--- src/sv/nc_pkg.sv ---
`timescale 1ns / 1ps
// Shared types and codes for the nested conditional stack.
// No dependencies; used by every module of the block.
package nc_pkg;

    localparam int MAX_NEST_DEF = 1024;

    // Function codes of an input item
    localparam logic [3:0] FN_CMD      = 4'd0;
    localparam logic [3:0] FN_IF       = 4'd1;
    localparam logic [3:0] FN_ELIF     = 4'd2;
    localparam logic [3:0] FN_ELSE     = 4'd3;
    localparam logic [3:0] FN_ENDIF    = 4'd4;
    localparam logic [3:0] FN_CLEAR    = 4'd5;
    localparam logic [3:0] FN_RESTORE  = 4'd6;
    localparam logic [3:0] FN_FINALIZE = 4'd7;
    localparam logic [3:0] FN_CHECK    = 4'd8;

    // Error codes of a result item
    localparam logic [2:0] ERR_NONE       = 3'd0;
    localparam logic [2:0] ERR_OVERFLOW   = 3'd1;
    localparam logic [2:0] ERR_UNMATCHED  = 3'd2;
    localparam logic [2:0] ERR_COND       = 3'd3;
    localparam logic [2:0] ERR_UNBALANCED = 3'd4;
    localparam logic [2:0] ERR_DEPTH      = 3'd5;

    // Last keyword seen at a level
    localparam logic [2:0] KW_NONE  = 3'd0;
    localparam logic [2:0] KW_IF    = 3'd1;
    localparam logic [2:0] KW_ELIF  = 3'd2;
    localparam logic [2:0] KW_ELSE  = 3'd3;
    localparam logic [2:0] KW_ENDIF = 3'd4;

    typedef struct packed {
        logic [3:0] func;
        logic       cond;
        logic       cond_error;
        logic [9:0] depth_value;
    } cmd_t;

    typedef struct packed {
        logic       skip;
        logic [2:0] error;
        logic [9:0] depth;
        logic       all_true;
    } result_t;

    // One stack entry; prefix is the AND of taken over levels 1 up to this one
    typedef struct packed {
        logic       taken;
        logic       seen;
        logic [2:0] kw;
        logic       prefix;
    } entry_t;

    typedef struct packed {
        logic       wr_en;
        entry_t     entry;
        logic [2:0] err;
        logic       pop;
        logic       all_true;
    } lvl_res_t;

endpackage

--- src/sv/nc_level_logic.sv ---
`timescale 1ns / 1ps
// Update of the top level for elif, else and endif.
// Depends on nc_pkg for codes and the entry and result types.
module nc_level_logic (
    input  logic [3:0]       func,
    input  logic             cond,
    input  logic             cond_error,
    input  logic             d_zero,
    input  nc_pkg::entry_t   top,
    input  logic             pm1,
    output nc_pkg::lvl_res_t res
);

    logic [2:0] kw;
    logic       new_true;

    assign kw       = d_zero ? nc_pkg::KW_NONE : top.kw;
    assign new_true = !top.taken && !top.seen;

    always_comb
    begin
        res          = '0;
        res.entry    = top;
        res.err      = nc_pkg::ERR_NONE;
        res.all_true = 1'b1;
        case (func)
            nc_pkg::FN_ELIF, nc_pkg::FN_ELSE:
            begin
                if (kw != nc_pkg::KW_IF && kw != nc_pkg::KW_ELIF)
                begin
                    res.err = nc_pkg::ERR_UNMATCHED;
                end
                else
                begin
                    res.wr_en        = 1'b1;
                    res.entry.kw     = (func == nc_pkg::FN_ELSE) ? nc_pkg::KW_ELSE
                                                                 : nc_pkg::KW_ELIF;
                    res.entry.taken  = new_true;
                    res.entry.prefix = pm1 && new_true;
                    res.all_true     = pm1 && new_true;
                    // An elif whose branch opens evaluates its condition as a fresh if
                    if (func == nc_pkg::FN_ELIF && pm1 && new_true)
                    begin
                        if (cond_error)
                        begin
                            res.err = nc_pkg::ERR_COND;
                        end
                        else
                        begin
                            res.entry.taken  = cond;
                            res.entry.seen   = cond;
                            res.entry.kw     = nc_pkg::KW_IF;
                            res.entry.prefix = cond;
                            res.all_true     = cond;
                        end
                    end
                end
            end
            nc_pkg::FN_ENDIF:
            begin
                if (kw != nc_pkg::KW_IF && kw != nc_pkg::KW_ELIF && kw != nc_pkg::KW_ELSE)
                begin
                    res.err = nc_pkg::ERR_UNMATCHED;
                end
                else
                begin
                    res.wr_en      = 1'b1;
                    res.entry.kw   = nc_pkg::KW_ENDIF;
                    res.entry.seen = 1'b0;
                    res.pop        = 1'b1;
                    res.all_true   = pm1;
                end
            end
            default:
            begin
                res.wr_en = 1'b0;
            end
        endcase
    end

endmodule

--- config.mk ---
export PLATFORM = sky130hd
export DESIGN_NAME = nc_level_logic
export DESIGN_NICKNAME = d
export VERILOG_FILES = /design/src/sv/nc_pkg.sv /design/src/sv/nc_level_logic.sv
export SDC_FILE = /design/constraint.sdc
export NUM_CORES = 1
export LEC_CHECK = 0
export BUFFER_PORTS_ARGS = -buffer_cell sky130_fd_sc_hd__buf_4
export CAP_MARGIN = 20
export CORE_AREA = 10 10 47 49
export DETAILED_ROUTE_END_ITERATION = 8
export DIE_AREA = 0 0 57 59
export PLACE_DENSITY = 0.62
export SLEW_MARGIN = 20
export SYNTH_ARGS = -nofsm -noshare
export SYNTH_HDL_FRONTEND = slang
export SYNTH_SLANG_ARGS = --single-unit
export TNS_END_PERCENT = 20
--- constraint.sdc ---
create_clock -name vclk -period 1.67
set_input_delay 0.167 -clock vclk [all_inputs]
set_output_delay 0.167 -clock vclk [all_outputs]
set_load 0.005 [all_outputs]
-- Word level (Yosys, flattened, before mapping)
Index checks and enable logic that the tools add are counted.
- equal/unequal tests: 6
- multiplexer cells: 21
- reduce and logical (&&, ||, !) cells: 9
- operators with widths (cell ; count):
    2-to-1 mux 9 bit ; 1
    == test 4 x 2 -> 1 bit, second input constant ; 2
    2-to-1 mux 1 bit ; 8
    case mux 4 bit (2 select lines) ; 1
    2-to-1 mux 7 bit ; 1
    logical AND 1 bit ; 6
    2-to-1 mux 2 bit ; 3
    2-to-1 mux 3 bit ; 2
    2-to-1 mux 6 bit ; 1
    inequality test 3 x 2 -> 1 bit, second input constant ; 2
    case mux 3 bit (2 select lines) ; 1
    == test 4 x 3 -> 1 bit, second input constant ; 1
    2-to-1 mux 4 bit ; 1
    case mux 1 bit (2 select lines) ; 2
    inequality test 3 x 1 -> 1 bit, second input constant ; 1
    logical NOT 1 bit ; 2
    OR reduction 2 bit ; 1
- register bits: 0
- input bits: 14
- output and inout bits: 12
- word-level logic and storage cells: 36

-- Longest topological paths before layout
- word-level depth: 7
- mapped depth: 5
- depth with buffers taken out: 4

-- Worst setup path before layout
Ideal clock, no wire load.
- path type: input to output
- start: in top[2] in the netlist's numbering
- end: out res[5] in the netlist's numbering
- arrival: 0.996 ns
- path slack: 0.507 ns
- stages: 4
- buffers on the path: 1
- cell sequence: buf_2 xor2_1 nand3_2 mux2_4
- RTL lines (item ; RTL line ; source):
    start: declaration ; nc_level_logic.sv:9 ; input nc_pkg::entry_t top,
    end: declaration ; nc_level_logic.sv:11 ; output nc_pkg::lvl_res_t res

==> results.py <==
metrics = {
    "global_routing": {
        "grt_pass1_vias": 366,
        "grt_overflow": 0,
        "grt_pass1_wl_um": 1680,
        "grt_max_degree": 10,
        "grt_use_total": 0.0561,
        "antenna_found_initial": 0,
    },
    "finish": {
        "synthToLayoutAreaGrowth_pct": 68.9,
        "final_nets": 82,
        "layout.cells.non_filler": 82,
        "final_common_cell": "buf_4",
        "n_clock_buffer": 0,
        "flops_and_latches": 0,
        "final_cell_mix": "buf_4 (26), nor2_1 (5), nand2_1 (4)",
        "nFillCells": 163,
        "regArea_um2": 0,
        "diodes": 0,
        "drive_gt1_frac": 0.500,
    },
    "timing": {
        "fin_crit_ns": 1.54,
        "fmax_mhz": 650,
        "hold_viol": 0,
        "drv_slew": 0,
        "setup_viol": 0,
        "fin_crit_sh": 0.922,
        "rsz0062_at_grt": "false",
        "tns_ns": 0,
    },
    "critical_path": {
        "cp.required_ns": 1.50,
        "critical_path_class": "primary input to output port",
        "path_delay_family": "simple AND/OR/NAND/NOR gates",
        "critPathArrivalTime_ns": 1.37,
        "path_cells": "buf_4 -> nor4b_2 -> nand4b_1 -> nor3b_1 -> a21oi_1 -> buf_4",
        "crit_fanout": 4,
        "crit_path_frequent_cell": "buf_4",
        "cp_slowest_stage_delay_ns": 0.37,
        "slowest_stage": "nor4b_2",
        "crit_buf_inv": 2,
        "setup.worst_path.end_class": "output port",
        "cp-start-kind": "primary input",
    },
    "synth": {
        "seq_area_frac_synth": 0,
        "avgSynthCellArea_um2": 7.00,
        "syn_area_um2": 294,
        "ys_types": 27,
        "synth_cells": 42,
        "ys.warnings.count": 0,
        "syn_nets": 56,
    },
    "placed_design": {
        "dp.cells": 82,
        "dp_hpwl_um": 915,
        "io_buffers": 25,
        "gp_congestion": 0.718,
    },
    "floorplanning": {
        "die-area_mm2": 0.00336,
        "dieWidth_um": 57,
        "io_pins": 26,
        "rows": 14,
        "start_util": 0.210,
        "core-area_mm2": 0.00140,
        "dieHeight_um": 59,
    },
    "detailed_routing": {
        "drc_errors": 0,
        "first_iter_violations": 3,
        "ant_nets": 0,
        "viasPerCell": 4.57,
        "wl_per_cell_um": 12.6,
        "wl_um": 1030,
        "first_pass_iters": 4,
        "num_vias": 375,
    },
    "clocking": {
        "cts_resized": 0,
        "cts_setup_buffers": 0,
        "cts_hold_buffers": 0,
    },
    "pwr": {
        "power.total_uw": 94.9,
        "power_density_mw_per_mm2": 191,
        "total_leakage_power_nw": 0.235,
        "ir_drop_mv": 0.0606,
    },
    "hold_path": {
        "min_path_type": "primary input to output port",
    },
    "job": {
        "drv_cap": 0,
    },
    "status": {
        "outcome": "finished, final reports clean",
    },
}
-- per-layer routing --
metal  GRT usage  vias to the layer above  routed length (um)
met5           0                        -                   0
met4           0                        0                   0
met3      0.0150                        0                  88
met2      0.0961                       14                 470
met1      0.0723                      158                 472
li1            -                      203                   -
-- layout make-up --
| class | instances | area [um2] | share of cell area |
|---|---|---|---|
| multi-input cells | 39 | 278 | 0.559 |
| repair buffers | 26 | 195 | 0.393 |
| inverters | 1 | 3.75 | 0.00756 |
| well taps | 16 | 20.0 | 0.0403 |
-- Yosys cell counts --
cell      instances  area (um2)
nor2b_1           2        12.5
conb_1            1        3.75
nand3_1           2        10.0
o31ai_1           1        7.51
a21oi_1           2        10.0
o21a_1            1        7.51
mux2_4            1        15.0
o21ai_0           2        10.0
nor3b_1           1        7.51
nor3b_4           1        18.8
buf_4             1        7.51
o211ai_2          1        12.5
nor2_1            5        18.8
and2_2            1        7.51
and4b_1           1        10.0
a31oi_1           1        6.26
nand2b_1          2        12.5
nand4_1           2        12.5
nor3_1            1        5.00
nor4b_2           2        30.0
nand4b_1          1        8.76
xor2_1            1        8.76
buf_2             1        5.00
nand3_2           1        10.0
inv_1             1        3.75
nand2_1           4        15.0
a22o_1            2        17.5
-- tightest hold or removal path: stages --
cell,delay (ns)
buf_4,0.08
nand2b_1,0.09
buf_4,0.10
-- report_power, final --
part	total [mW]	internal, mW	leakage (nW)	switching [mW]
Clock	0	0	0	0
Sequential	0	0	0	0
Combinational	0.0949	0.0550	0.235	0.0399
Total	0.0949	0.0550	0.235	0.0399
-- per-stage QoR --
step | util | area [um2] | worst slack (ns) | hold WS (ns)
global placement | 0.354 | 497 | 0.128 | 0.627
finish | 0.354 | 497 | 0.131 | 0.604
detailed placement | 0.354 | 497 | 0.124 | 0.611
CTS | 0.354 | 497 | 0.113 | 0.611
floorplan | - | 294 | 0.507 | 0.425
global route | 0.354 | 497 | 0.0339 | 0.631
-- path summary, 6_finish.rpt --
| path | from | endpoint | cells after the start |
|---|---|---|---|
| max | func[0] | res[6] | 6 |
| min | top[3] | res[8] | 3 |
-- logic make-up after synthesis --
family | after synthesis | share of synthesized area
AO/OA/AOI/OAI | 10 | 0.243
AND/OR/NAND/NOR | 26 | 0.609
other | 1 | 0.0128
XOR/XNOR | 1 | 0.0298
buffers and inverters | 3 | 0.0553
multiplexers | 1 | 0.0510
Power figures use the tool's default switching activity.
